File: src/rtl/lfu_pkg.sv
// shared types and constants for the lfu cache
`timescale 1ns / 1ps

package lfu_pkg;

    localparam int KEY_W   = 32;
    localparam int DATA_W  = 32;
    localparam int USES_W  = 16;
    localparam int STAMP_W = 48;
    localparam int CAP_W   = 5;

    localparam logic [CAP_W-1:0]  CAP_RESET  = 5'd16;
    localparam logic [USES_W-1:0] USES_MAX   = 16'hFFFF;
    localparam logic [DATA_W-1:0] MISS_VALUE = 32'hFFFF_FFFF;

    // operation codes of a request
    localparam logic MODE_GET = 1'b0;
    localparam logic MODE_PUT = 1'b1;

    typedef struct packed {
        logic                     mode;
        logic signed [KEY_W-1:0]  key;
        logic signed [DATA_W-1:0] value;
    } req_t;

    typedef struct packed {
        logic                     hit;
        logic signed [DATA_W-1:0] read_value;
        logic                     evicted;
        logic signed [KEY_W-1:0]  evicted_key;
    } rsp_t;

    typedef struct packed {
        logic [KEY_W-1:0]   key;
        logic [DATA_W-1:0]  data;
        logic [USES_W-1:0]  uses;
        logic [STAMP_W-1:0] stamp;
    } entry_t;

    typedef enum logic [1:0] {
        ST_IDLE,
        ST_SCAN,
        ST_DRAIN,
        ST_UPDATE
    } state_t;

    // controller to datapath commands
    typedef struct packed {
        logic capture;
        logic rd_en;
        logic update;
    } dp_cmd_t;

    // datapath to controller status
    typedef struct packed {
        logic last_rd;
    } dp_sts_t;

endpackage

File: src/rtl/lfu_cache_replacement.sv
// lfu cache: one request per scan of all entries, one response per request
// a new request is taken only in idle, once the previous scan, compare drain and update
//   have run; the update waits while an older response is still held. The entry memory
//   scan reads one entry per cycle
// reset: all entries invalid, occupancy and stamp zero, capacity register 16
`timescale 1ns / 1ps

module lfu_cache_replacement
    import lfu_pkg::*;
#(
    parameter int CAPACITY = 16
)
(
    input  logic             clk,
    input  logic             rst_n,
    input  logic             cfg_we,
    input  logic [CAP_W-1:0] cfg_wdata,
    input  logic             req_valid,
    output logic             req_ready,
    input  req_t             req,
    output logic             rsp_valid,
    input  logic             rsp_ready,
    output rsp_t             rsp
);

    dp_cmd_t cmd;
    dp_sts_t sts;

    // control sequencer
    lfu_ctrl u_ctrl (
        .clk       (clk),
        .rst_n     (rst_n),
        .req_valid (req_valid),
        .req_ready (req_ready),
        .rsp_valid (rsp_valid),
        .rsp_ready (rsp_ready),
        .cmd       (cmd),
        .sts       (sts)
    );

    // storage and compare datapath
    lfu_datapath #(
        .CAPACITY (CAPACITY)
    ) u_datapath (
        .clk       (clk),
        .rst_n     (rst_n),
        .cfg_we    (cfg_we),
        .cfg_wdata (cfg_wdata),
        .req       (req),
        .cmd       (cmd),
        .sts       (sts),
        .rsp       (rsp)
    );

endmodule

File: src/rtl/lfu_ctrl.sv
// sequencing state machine for the lfu cache
`timescale 1ns / 1ps

module lfu_ctrl
    import lfu_pkg::*;
(
    input  logic    clk,
    input  logic    rst_n,
    input  logic    req_valid,
    output logic    req_ready,
    output logic    rsp_valid,
    input  logic    rsp_ready,
    output dp_cmd_t cmd,
    input  dp_sts_t sts
);

    state_t state_reg;
    state_t state_next;
    logic   rsp_valid_reg;
    logic   rsp_valid_next;

    // next state
    always_comb
    begin
        state_next = state_reg;
        unique case (state_reg)
            ST_IDLE:
            begin
                if (req_valid)
                    state_next = ST_SCAN;
            end
            ST_SCAN:
            begin
                if (sts.last_rd)
                    state_next = ST_DRAIN;
            end
            ST_DRAIN:
                state_next = ST_UPDATE;
            ST_UPDATE:
            begin
                if (!rsp_valid_reg || rsp_ready)
                    state_next = ST_IDLE;
            end
            default:
                state_next = ST_IDLE;
        endcase
    end

    // outputs and commands
    always_comb
    begin
        req_ready   = (state_reg == ST_IDLE);
        cmd.capture = (state_reg == ST_IDLE) && req_valid;
        cmd.rd_en   = (state_reg == ST_SCAN);
        cmd.update  = (state_reg == ST_UPDATE) && (!rsp_valid_reg || rsp_ready);
    end

    // response valid flag
    always_comb
    begin
        priority if (cmd.update)
            rsp_valid_next = 1'b1;
        else if (rsp_ready)
            rsp_valid_next = 1'b0;
        else
            rsp_valid_next = rsp_valid_reg;
    end

    assign rsp_valid = rsp_valid_reg;

    always_ff @(posedge clk or negedge rst_n)
    begin
        if (!rst_n)
        begin
            state_reg     <= ST_IDLE;
            rsp_valid_reg <= 1'b0;
        end
        else
        begin
            state_reg     <= state_next;
            rsp_valid_reg <= rsp_valid_next;
        end
    end

    // a response only appears after an update step
    a_rsp_from_update: assert property (@(posedge clk) disable iff (!rst_n)
        $rose(rsp_valid_reg) |-> $past(state_reg) == ST_UPDATE)
        else $error("response raised outside update");

    // an update always returns to idle
    a_update_to_idle: assert property (@(posedge clk) disable iff (!rst_n)
        cmd.update |=> state_reg == ST_IDLE)
        else $error("update did not return to idle");

    // a waiting response stays valid until taken
    a_rsp_hold: assert property (@(posedge clk) disable iff (!rst_n)
        (rsp_valid_reg && !rsp_ready) |=> rsp_valid_reg)
        else $error("response dropped before accept");

endmodule

File: src/rtl/lfu_datapath.sv
// entry storage, scan compare and update logic for the lfu cache
`timescale 1ns / 1ps

module lfu_datapath
    import lfu_pkg::*;
#(
    parameter int CAPACITY = 16
)
(
    input  logic             clk,
    input  logic             rst_n,
    input  logic             cfg_we,
    input  logic [CAP_W-1:0] cfg_wdata,
    input  req_t             req,
    input  dp_cmd_t          cmd,
    output dp_sts_t          sts,
    output rsp_t             rsp
);

    localparam int AW       = (CAPACITY > 1) ? $clog2(CAPACITY) : 1;
    localparam int OCC_W    = $clog2(CAPACITY + 1);
    localparam int CW       = (OCC_W > CAP_W) ? OCC_W : CAP_W;
    localparam int CapLimit = (CAPACITY < 31) ? CAPACITY : 31;

    // entry memory and per-entry valid bits
    entry_t mem [CAPACITY];
    entry_t rd_data_reg;

    logic [CAPACITY-1:0] valid_reg;
    logic [CAPACITY-1:0] valid_next;
    logic [OCC_W-1:0]    occ_reg;
    logic [STAMP_W-1:0]  stamp_reg;
    logic [CAP_W-1:0]    capacity_reg;
    req_t                req_reg;
    rsp_t                rsp_reg;

    // scan address and compare stage
    logic [AW-1:0] rd_addr_reg;
    logic [AW-1:0] cmp_idx_reg;
    logic          cmp_en_reg;

    // scan results
    logic               found_match_reg;
    logic [AW-1:0]      match_idx_reg;
    logic [DATA_W-1:0]  match_data_reg;
    logic [USES_W-1:0]  match_uses_reg;
    logic               have_free_reg;
    logic [AW-1:0]      free_idx_reg;
    logic               have_victim_reg;
    logic [AW-1:0]      vic_idx_reg;
    logic [KEY_W-1:0]   vic_key_reg;
    logic [USES_W-1:0]  vic_uses_reg;
    logic [STAMP_W-1:0] vic_stamp_reg;

    logic cur_valid;
    logic key_eq;
    logic cand_less;

    logic [CAP_W-1:0]  cap_eff;
    logic              occ_full;
    logic              hit;
    logic              do_insert;
    logic              do_evict;
    logic              ins_ok;
    logic [AW-1:0]     ins_slot;
    logic              wr_en;
    logic [AW-1:0]     wr_addr;
    entry_t            wr_entry;
    logic [USES_W-1:0] uses_inc;
    rsp_t              rsp_next;

    assign sts.last_rd = (rd_addr_reg == AW'(CAPACITY - 1));
    assign rsp         = rsp_reg;

    // capacity register
    always_ff @(posedge clk or negedge rst_n)
    begin
        if (!rst_n)
            capacity_reg <= CAP_RESET;
        else if (cfg_we)
            capacity_reg <= cfg_wdata;
    end

    // memory read port
    always_ff @(posedge clk)
    begin
        if (cmd.rd_en)
            rd_data_reg <= mem[rd_addr_reg];
    end

    // memory write port
    always_ff @(posedge clk)
    begin
        if (wr_en)
            mem[wr_addr] <= wr_entry;
    end

    // compare of the entry read in the previous cycle
    always_comb
    begin
        cur_valid = valid_reg[cmp_idx_reg];
        key_eq    = (rd_data_reg.key == req_reg.key);
        cand_less = {rd_data_reg.uses, rd_data_reg.stamp} < {vic_uses_reg, vic_stamp_reg};
    end

    // request capture
    always_ff @(posedge clk)
    begin
        if (cmd.capture)
            req_reg <= req;
    end

    // scan sequencing and flags
    always_ff @(posedge clk or negedge rst_n)
    begin
        if (!rst_n)
        begin
            rd_addr_reg     <= '0;
            cmp_idx_reg     <= '0;
            cmp_en_reg      <= 1'b0;
            found_match_reg <= 1'b0;
            have_free_reg   <= 1'b0;
            have_victim_reg <= 1'b0;
        end
        else
        begin
            cmp_en_reg  <= cmd.rd_en;
            cmp_idx_reg <= rd_addr_reg;
            if (cmd.capture)
            begin
                rd_addr_reg     <= '0;
                found_match_reg <= 1'b0;
                have_free_reg   <= 1'b0;
                have_victim_reg <= 1'b0;
            end
            else
            begin
                if (cmd.rd_en)
                    rd_addr_reg <= rd_addr_reg + AW'(1);
                if (cmp_en_reg)
                begin
                    if (cur_valid && key_eq)
                        found_match_reg <= 1'b1;
                    if (!cur_valid)
                        have_free_reg <= 1'b1;
                    if (cur_valid)
                        have_victim_reg <= 1'b1;
                end
            end
        end
    end

    // scan payload captures
    always_ff @(posedge clk)
    begin
        if (cmp_en_reg)
        begin
            if (cur_valid && key_eq && !found_match_reg)
            begin
                match_idx_reg  <= cmp_idx_reg;
                match_data_reg <= rd_data_reg.data;
                match_uses_reg <= rd_data_reg.uses;
            end
            if (!cur_valid && !have_free_reg)
                free_idx_reg <= cmp_idx_reg;
            if (cur_valid && (!have_victim_reg || cand_less))
            begin
                vic_idx_reg   <= cmp_idx_reg;
                vic_key_reg   <= rd_data_reg.key;
                vic_uses_reg  <= rd_data_reg.uses;
                vic_stamp_reg <= rd_data_reg.stamp;
            end
        end
    end

    // replacement decision
    always_comb
    begin
        cap_eff   = (capacity_reg > CAP_W'(CapLimit)) ? CAP_W'(CapLimit) : capacity_reg;
        occ_full  = CW'(occ_reg) >= CW'(cap_eff);
        hit       = found_match_reg;
        do_insert = (req_reg.mode == MODE_PUT) && !hit && (cap_eff != '0);
        do_evict  = do_insert && occ_full && have_victim_reg;
        ins_ok    = do_evict || have_free_reg;
        if (do_evict && !(have_free_reg && (free_idx_reg < vic_idx_reg)))
            ins_slot = vic_idx_reg;
        else
            ins_slot = free_idx_reg;
        uses_inc  = (match_uses_reg == USES_MAX) ? USES_MAX : match_uses_reg + USES_W'(1);

        wr_en   = cmd.update && (hit || (do_insert && ins_ok));
        wr_addr = hit ? match_idx_reg : ins_slot;
        if (hit)
        begin
            wr_entry.key   = req_reg.key;
            wr_entry.data  = (req_reg.mode == MODE_PUT) ? req_reg.value : match_data_reg;
            wr_entry.uses  = uses_inc;
            wr_entry.stamp = stamp_reg;
        end
        else
        begin
            wr_entry.key   = req_reg.key;
            wr_entry.data  = req_reg.value;
            wr_entry.uses  = USES_W'(1);
            wr_entry.stamp = stamp_reg;
        end

        rsp_next.hit         = hit;
        rsp_next.read_value  = (hit && (req_reg.mode == MODE_GET)) ? match_data_reg : MISS_VALUE;
        rsp_next.evicted     = do_evict;
        rsp_next.evicted_key = do_evict ? vic_key_reg : '0;
    end

    // next valid bits: victim cleared, insert slot set
    always_comb
    begin
        valid_next = valid_reg;
        if (!hit && do_insert && ins_ok)
        begin
            if (do_evict)
                valid_next[vic_idx_reg] = 1'b0;
            valid_next[ins_slot] = 1'b1;
        end
    end

    // valid bits, occupancy and stamp counter
    always_ff @(posedge clk or negedge rst_n)
    begin
        if (!rst_n)
        begin
            valid_reg <= '0;
            occ_reg   <= '0;
            stamp_reg <= '0;
        end
        else if (cmd.update)
        begin
            if (wr_en)
                stamp_reg <= stamp_reg + STAMP_W'(1);
            valid_reg <= valid_next;
            if (!hit && do_insert && ins_ok && !do_evict)
                occ_reg <= occ_reg + OCC_W'(1);
        end
    end

    // response register
    always_ff @(posedge clk)
    begin
        if (cmd.update)
            rsp_reg <= rsp_next;
    end

    // occupancy tracks the valid bits
    a_occ_count: assert property (@(posedge clk) disable iff (!rst_n)
        32'(occ_reg) == $countones(valid_reg))
        else $error("occupancy out of step with valid bits");

    // a hit always advances the stamp counter by one
    a_hit_stamp: assert property (@(posedge clk) disable iff (!rst_n)
        (cmd.update && found_match_reg) |=> stamp_reg == STAMP_W'($past(stamp_reg) + 1))
        else $error("stamp not advanced on hit");

    // an eviction only picks a valid victim
    a_evict_valid: assert property (@(posedge clk) disable iff (!rst_n)
        (cmd.update && do_evict) |-> valid_reg[vic_idx_reg])
        else $error("eviction of an invalid entry");

endmodule

File: config.mk
export PLATFORM = sky130hd
export DESIGN_NAME = lfu_cache_replacement
export DESIGN_NICKNAME = d
export VERILOG_FILES = /design/src/rtl/lfu_pkg.sv /design/src/rtl/lfu_cache_replacement.sv /design/src/rtl/lfu_ctrl.sv /design/src/rtl/lfu_datapath.sv
export SDC_FILE = /design/constraint.sdc
export NUM_CORES = 2
export LEC_CHECK = 0
export BUFFER_PORTS_ARGS = -buffer_cell sky130_fd_sc_hd__buf_2
export CORE_MARGIN = 2
export CORE_UTILIZATION = 56
export CTS_BUF_LIST = sky130_fd_sc_hd__clkbuf_4 sky130_fd_sc_hd__clkbuf_8 sky130_fd_sc_hd__clkbuf_16
export DETAILED_ROUTE_END_ITERATION = 6
export PLACE_DENSITY = 0.75
export SETUP_SLACK_MARGIN = 0.5
export SYNTH_ARGS = -nofsm -noshare
export SYNTH_HDL_FRONTEND = slang
export SYNTH_HIERARCHICAL = 1
export SYNTH_SLANG_ARGS = --single-unit
export TNS_END_PERCENT = 1
File: constraint.sdc
create_clock -name clk -period 8.91 [get_ports clk]
set_clock_uncertainty 0.2 [all_clocks]
set_input_delay 1.782 -clock clk [delete_from_list [all_inputs] [get_ports clk]]
set_output_delay 1.782 -clock clk [all_outputs]
set_load 0.03 [all_outputs]
---- After elaboration in Yosys (flattened, before gate mapping) ----
Memory sizes are Yosys's and may differ from the RTL's. A register that Yosys moved wholly into a read port is not among the register bits.
Index checks and enable logic that the tools add are counted.
storage, ports and cells
  RAM bits ................................ 2048
  memories kept ........................... 1
  bits in registers ....................... 376
  input port bits ......................... 75
operators by class
  reductions and logical operators ........ 48
  bitwise gates (word level) .............. 4
  order comparisons ....................... 9
  $add $sub $neg .......................... 4
  multiplexer cells ....................... 33
  eq/ne operators ......................... 10
memory list
  memory          words  bits a word  rd ports  clocked after Yosys merged registers in  wr ports  line                text
  u_datapath.mem  16     128          1         1                                        1         lfu_datapath.sv:26  entry_t mem [CAPACITY];
operators with widths
  kind                     count
  $mux W96                 1
  $lt A64 B64 Y1           1
  $add A48 B1 Y48 const B  1
  $mux W16                 3
  $eq A32 B32 Y1           1
  $mux W32                 1
  $logic_and A1 B1 Y1      20
  $reduce_and A2 Y1        9
  $add A16 B1 Y16 const B  1
  $and A16 B16 Y16         1
  $eq A16 B16 Y1 const B   1
  $mux W1                  16
  $mux W4                  4
  $not A16 Y16             1
  $or A16 B16 Y16          1
  $lt A4 B5 Y1 const B     3
  $reduce_bool A2 Y1       5
  $demux W1 S4             2
  $ge A4 B1 Y1 const B     2
  $ne A2 B2 Y1 const B     4
  $pmux W2 S4              1
  $logic_not A1 Y1         7
  $mux W2                  3
  $add A5 B1 Y5 const B    1
  14 further kinds         18

---- Logic depth before layout (Yosys ltp) ----
  depth after elaboration ................. 13
  depth in mapped cells ................... 11
  depth with buffers taken out ............ 10

---- By module ----
Netlist, hierarchy kept.
by module, submodules not included
  module        sequential area each (um^2)  cells an instance  area an instance (um^2)  instances
  lfu_datapath  76114.2                      4111               96482.5                  1
  lfu_ctrl      75.1                         21                 239.0                    1

---- Worst setup path before layout ----
Ideal clock, no wire load.
  kind .................................... input port to flip-flop
  start ................................... input port rsp_ready
  end ..................................... memory u_datapath/mem[1][0] (netlist name), enable pin
  cell stages on the path ................. 7
  data arrival time ....................... 8.629 ns
  path buffers ............................ 1
  library setup time ...................... 0.616 ns
  setup slack ............................. -0.536 ns
  cells stage by stage .................... nand2b_4 > and2_1 > buf_4 > nand2_1 > a2111oi_4 > o21ai_1 > nor2_1
RTL lines
  element          line                         text
  start, declared  lfu_cache_replacement.sv:22  input logic rsp_ready,
  end, declared    lfu_datapath.sv:26

---- Final worst setup path ----
  start ................................... register u_datapath.found_match_reg
  end ..................................... memory u_datapath/mem[6][4] (netlist name), enable pin
on the way
  cells in the longest elaborated chain, start to end .. 11
  elaborated cells between the ends (all ways) .. 14
  those cells by class .................... 4 x mux; 10 x reduce/logical
RTL lines
  element                           line                 text
  start, declared                   lfu_datapath.sv:43   logic found_match_reg;
  start signal, assigned            lfu_datapath.sv:121  found_match_reg <= 1'b0;
  start signal, assigned            lfu_datapath.sv:132  found_match_reg <= 1'b0;
  start signal, assigned            lfu_datapath.sv:143  found_match_reg <= 1'b1;
  $logic_not A1 Y1                  lfu_datapath.sv:182  do_insert = (req_reg.mode == MODE_PUT) && !hit && (cap_eff != '0);
  $logic_and A1 B1 Y1 (2 in a row)  lfu_datapath.sv:182
  $logic_and A1 B1 Y1 (2 in a row)  lfu_datapath.sv:183  do_evict = do_insert && occ_full && have_victim_reg;
  $logic_or A1 B1 Y1                lfu_datapath.sv:184  ins_ok = do_evict || have_free_reg;
  $logic_and A1 B1 Y1               lfu_datapath.sv:191  wr_en = cmd.update && (hit || (do_insert && ins_ok));
  $logic_or A1 B1 Y1                lfu_datapath.sv:191
  $logic_and A1 B1 Y1               lfu_datapath.sv:191
  $mux W1                           lfu_datapath.sv:94   if (wr_en)
  $mux W1 (not written as such)     lfu_datapath.sv:95   mem[wr_addr] <= wr_entry;
Parallel ways exist; a longest one is shown, timed or not.

==> results by group <==
Placement
  • DP Area: 0.100 sq mm
  • GPL Wtd Cong: ~0.82
  • Detailed placer's ending HPWL: 109000 microns
  • Port-buffer cells: approximately 140
  • Setup slack at placement: around 3.0 ns

Clock network
  • CTS Hold Bufs: 0
  • CTS clock-pin slew for the worst setup and hold paths: 0.06 ns
  • CTS tree: built
  • Clock sinks: 2552
  • Root Driver: clkbuf_16
  • Clock Latency Late Sink: 0.87 ns
  • CTS resizes: 0
  • Number of CTS-inserted buffers: 230
  • Setup bufs post-CTS: 0
  • Max Root-Sink Buffers: 3
  • Max H-tree Level: 4

Drt
  • Vias/cell: 6.43
  • # DRC: 0
  • Iteration-0 DRC Markers: 5858
  • Pre-antenna DRT Iters: 5
  • Final wirelength: ~220000 microns
  • Final ANT Viol Nets: 0
  • DR vias: between 40k and 50k
  • Routed len/inst: 31.2 microns

Timing
  • Max Slew Vio Count: 0
  • Tcrit/Tclk final: between 60% and 70%
  • Fmax: about 0.18 GHz
  • Setup violators final: 0
  • Relative slew margins: 6.38%
  • Worst-Margin Slew: 1.40 ns
  • Setup TNS: 0 ns
  • Final Hold Vio Count: 0
  • RSZ-0062 raised after global routing: no
  • Setup WS post-layout: ~3.5 ns
  • Final min period: ~5.4 ns
  • Hold WS: 0.219 ns

Global routing
  • Number of global-route vias before repair: about 46k
  • Grt ovf: 0
  • Pin count of the biggest net entering global routing: 143
  • Initial antenna violation count: 8
  • Gr usage total: between 20% and 30%
  • Global-route wire length before repair: roughly 320000 microns

Pwr
  • Reg power frac: 49.5%
  • Combinational power share: between 10% and 20%
  • Switching fraction of total power: between 20% and 30%
  • Internal power: 22.3 mW
  • Pwr/cell area: 279 mW/mm^2
  • Part of the power in the clock network: approximately a third
  • Switching power: just under 8 mW
  • Maximum VDD drop: 0.233 mV
  • Pleak: approximately 35 nW

Layout
  • Filler cell count: ~11k
  • Register Area: 0.0762 sq mm
  • Max FFs per register: 2048
  • Post-Layout Inst Area: ~0.11 sq mm
  • Most frequent cells in the layout: edfxtp_1 (2463), mux4_2 (645), clkbuf_16 (231)
  • Layout area overhead: 11.8%
  • Core Util, Final: 63.0%
  • Layout cells sized above 1: 29.4%
  • Multi-input logic area: 0.0197 sq mm
  • Final net count: around 4.6k
  • Most common cell after layout, fill and taps aside: edfxtp_1

Yosys
  • Syn_area_per_cell: between 20 and 25 sq um
  • Synth Cell Area: 0.0967 sq mm
  • Seq/Total Area, Yosys: roughly four fifths
  • Async SR Flop Fraction: ~3.5%
  • Synth Warn #: 6
  • Synth Register Bits: around 2.6k
  • Synth unique cells: 62
  • Dominant synthesized flop cell: edfxtp_1
  • Post-synth EDFFs: roughly 2.5k
  • Syn Inst Count: between 4k and 5k
  • Syn nets: between 4k and 5k

Hold path
  • Hold Path Depth: 0
  • HP Class: reg -> reg

Floorplan
  • Row cnt: 152
  • DIE AREA: between 0.15 and 0.2 sq mm
  • Core ar.: between 0.15 and 0.2 sq mm
  • Die width: 420 microns
  • # IOs: 143
  • Initial Util: 56.4%
  • Die H: 420 microns

Setup path
  • CP arrival: 5.70 ns
  • CP endpoint kind: register
  • Reg2Reg Depth: 7
  • Worst path required time: 9.19 ns
  • Crit Path Class: reg -> reg
  • Critical Path Source Type: register
  • Critical path fanouts, max: 43

Status
  • Status: completed

Flow run
  • Total of max-cap violations: 0
## synthesized netlist by cell type, types with 32 or more instances
master / instances / area [sq um]
inv_1: 86 / 323
or2_2: 34 / 213
buf_2: 49 / 245
mux2_2: 38 / 428
nand4_1: 32 / 200
ha_1: 79 / 988
dfrtp_1: 88 / 2200
edfxtp_1: 2463 / 74000
xor2_1: 64 / 561
and3_1: 45 / 282
xnor2_1: 33 / 289
nor2_1: 61 / 229
mux4_2: 645 / 14500
o21ai_0: 46 / 230
clkbuf_1: 109 / 409
nand2_1: 54 / 203
## metrics by stage
| step | power, mW | std cells |
|---|---|---|
| 2_1_floorplan | 18.9 | 4132 |
| 3_3_place_gp | 20.4 | 6483 |
| 3_5_place_dp | 20.5 | 6483 |
| 4_1_cts | 30.3 | 6917 |
| 5_1_grt | 31.1 | 6918 |
| 6_report | 30.1 | 6920 |
## area by class of cell
type | count | area share [%]
antenna | 3 | 0.00694
clock buffer | 291 | 5.82
clock inverter | 143 | 1.24
inverter | 87 | 0.302
multi-input combinational | 1323 | 18.2
sequential | 2552 | 70.5
tap | 2310 | 2.67
timing repair buffer | 211 | 1.29
## metal layers
metal	share of wire (%)	track usage, %	vias up	wire [microns]
met3	8.5	3.90	374	18300
li1	-	-	17900	-
met2	51	41.1	2458	109000
met4	3.2	8.38	2	6850
met5	0.0028	0	-	6
met1	38	34.7	23700	81700
## kinds of logic after synthesis
group                    share of synthesized area, %
flip-flops                                       78.8
multiplexers                                     15.5
AND/OR/NAND/NOR                                  1.81
buffers and inverters                            1.07
AO/OA/AOI/OAI                                   0.942
XOR/XNOR                                        0.878
adder cells (fa/ha/maj)                          1.02
## worst max-delay path, stage by stage, from the launching register on
cell and delay (ns):
dfrtp_1 0.75, clkinv_1 0.74, and2_2 0.70, nand4_1 0.26
o311ai_1 0.17, nand2b_1 0.39, nor2_4 0.95, buf_4 0.79
## path summary, 6_finish.rpt
path                                                 start                       endpoint  slack (ns)
min in group asynchronous                            rst_n        u_datapath/stamp_reg[7]        0.65
worst max-delay path            u_datapath/found_match_reg           u_datapath/mem[6][4]        3.49
max in group asynchronous                            rst_n      u_datapath/rd_addr_reg[1]        6.51
worst min-delay path            u_datapath/rd_data_reg[82]  u_datapath/match_data_reg[18]        0.22
worst max register to register  u_datapath/found_match_reg           u_datapath/mem[6][4]        3.49
worst min register to register  u_datapath/rd_data_reg[82]  u_datapath/match_data_reg[18]        0.22
## power by group through the flow
| stage | registers [mW] | logic [mW] | clock network, mW |
|---|---|---|---|
| 3_5_place_dp | 15.1 | 5.33 | 0 |
| 5_1_grt | 15.0 | 5.67 | 10.4 |
| 6_report | 14.9 | 5.33 | 9.86 |
| 4_1_cts | 14.9 | 5.40 | 9.99 |
| 2_1_floorplan | 14.9 | 3.95 | 0 |
| 3_3_place_gp | 15.1 | 5.27 | 0 |
No activity file was read; power rests on OpenSTA's default activity.
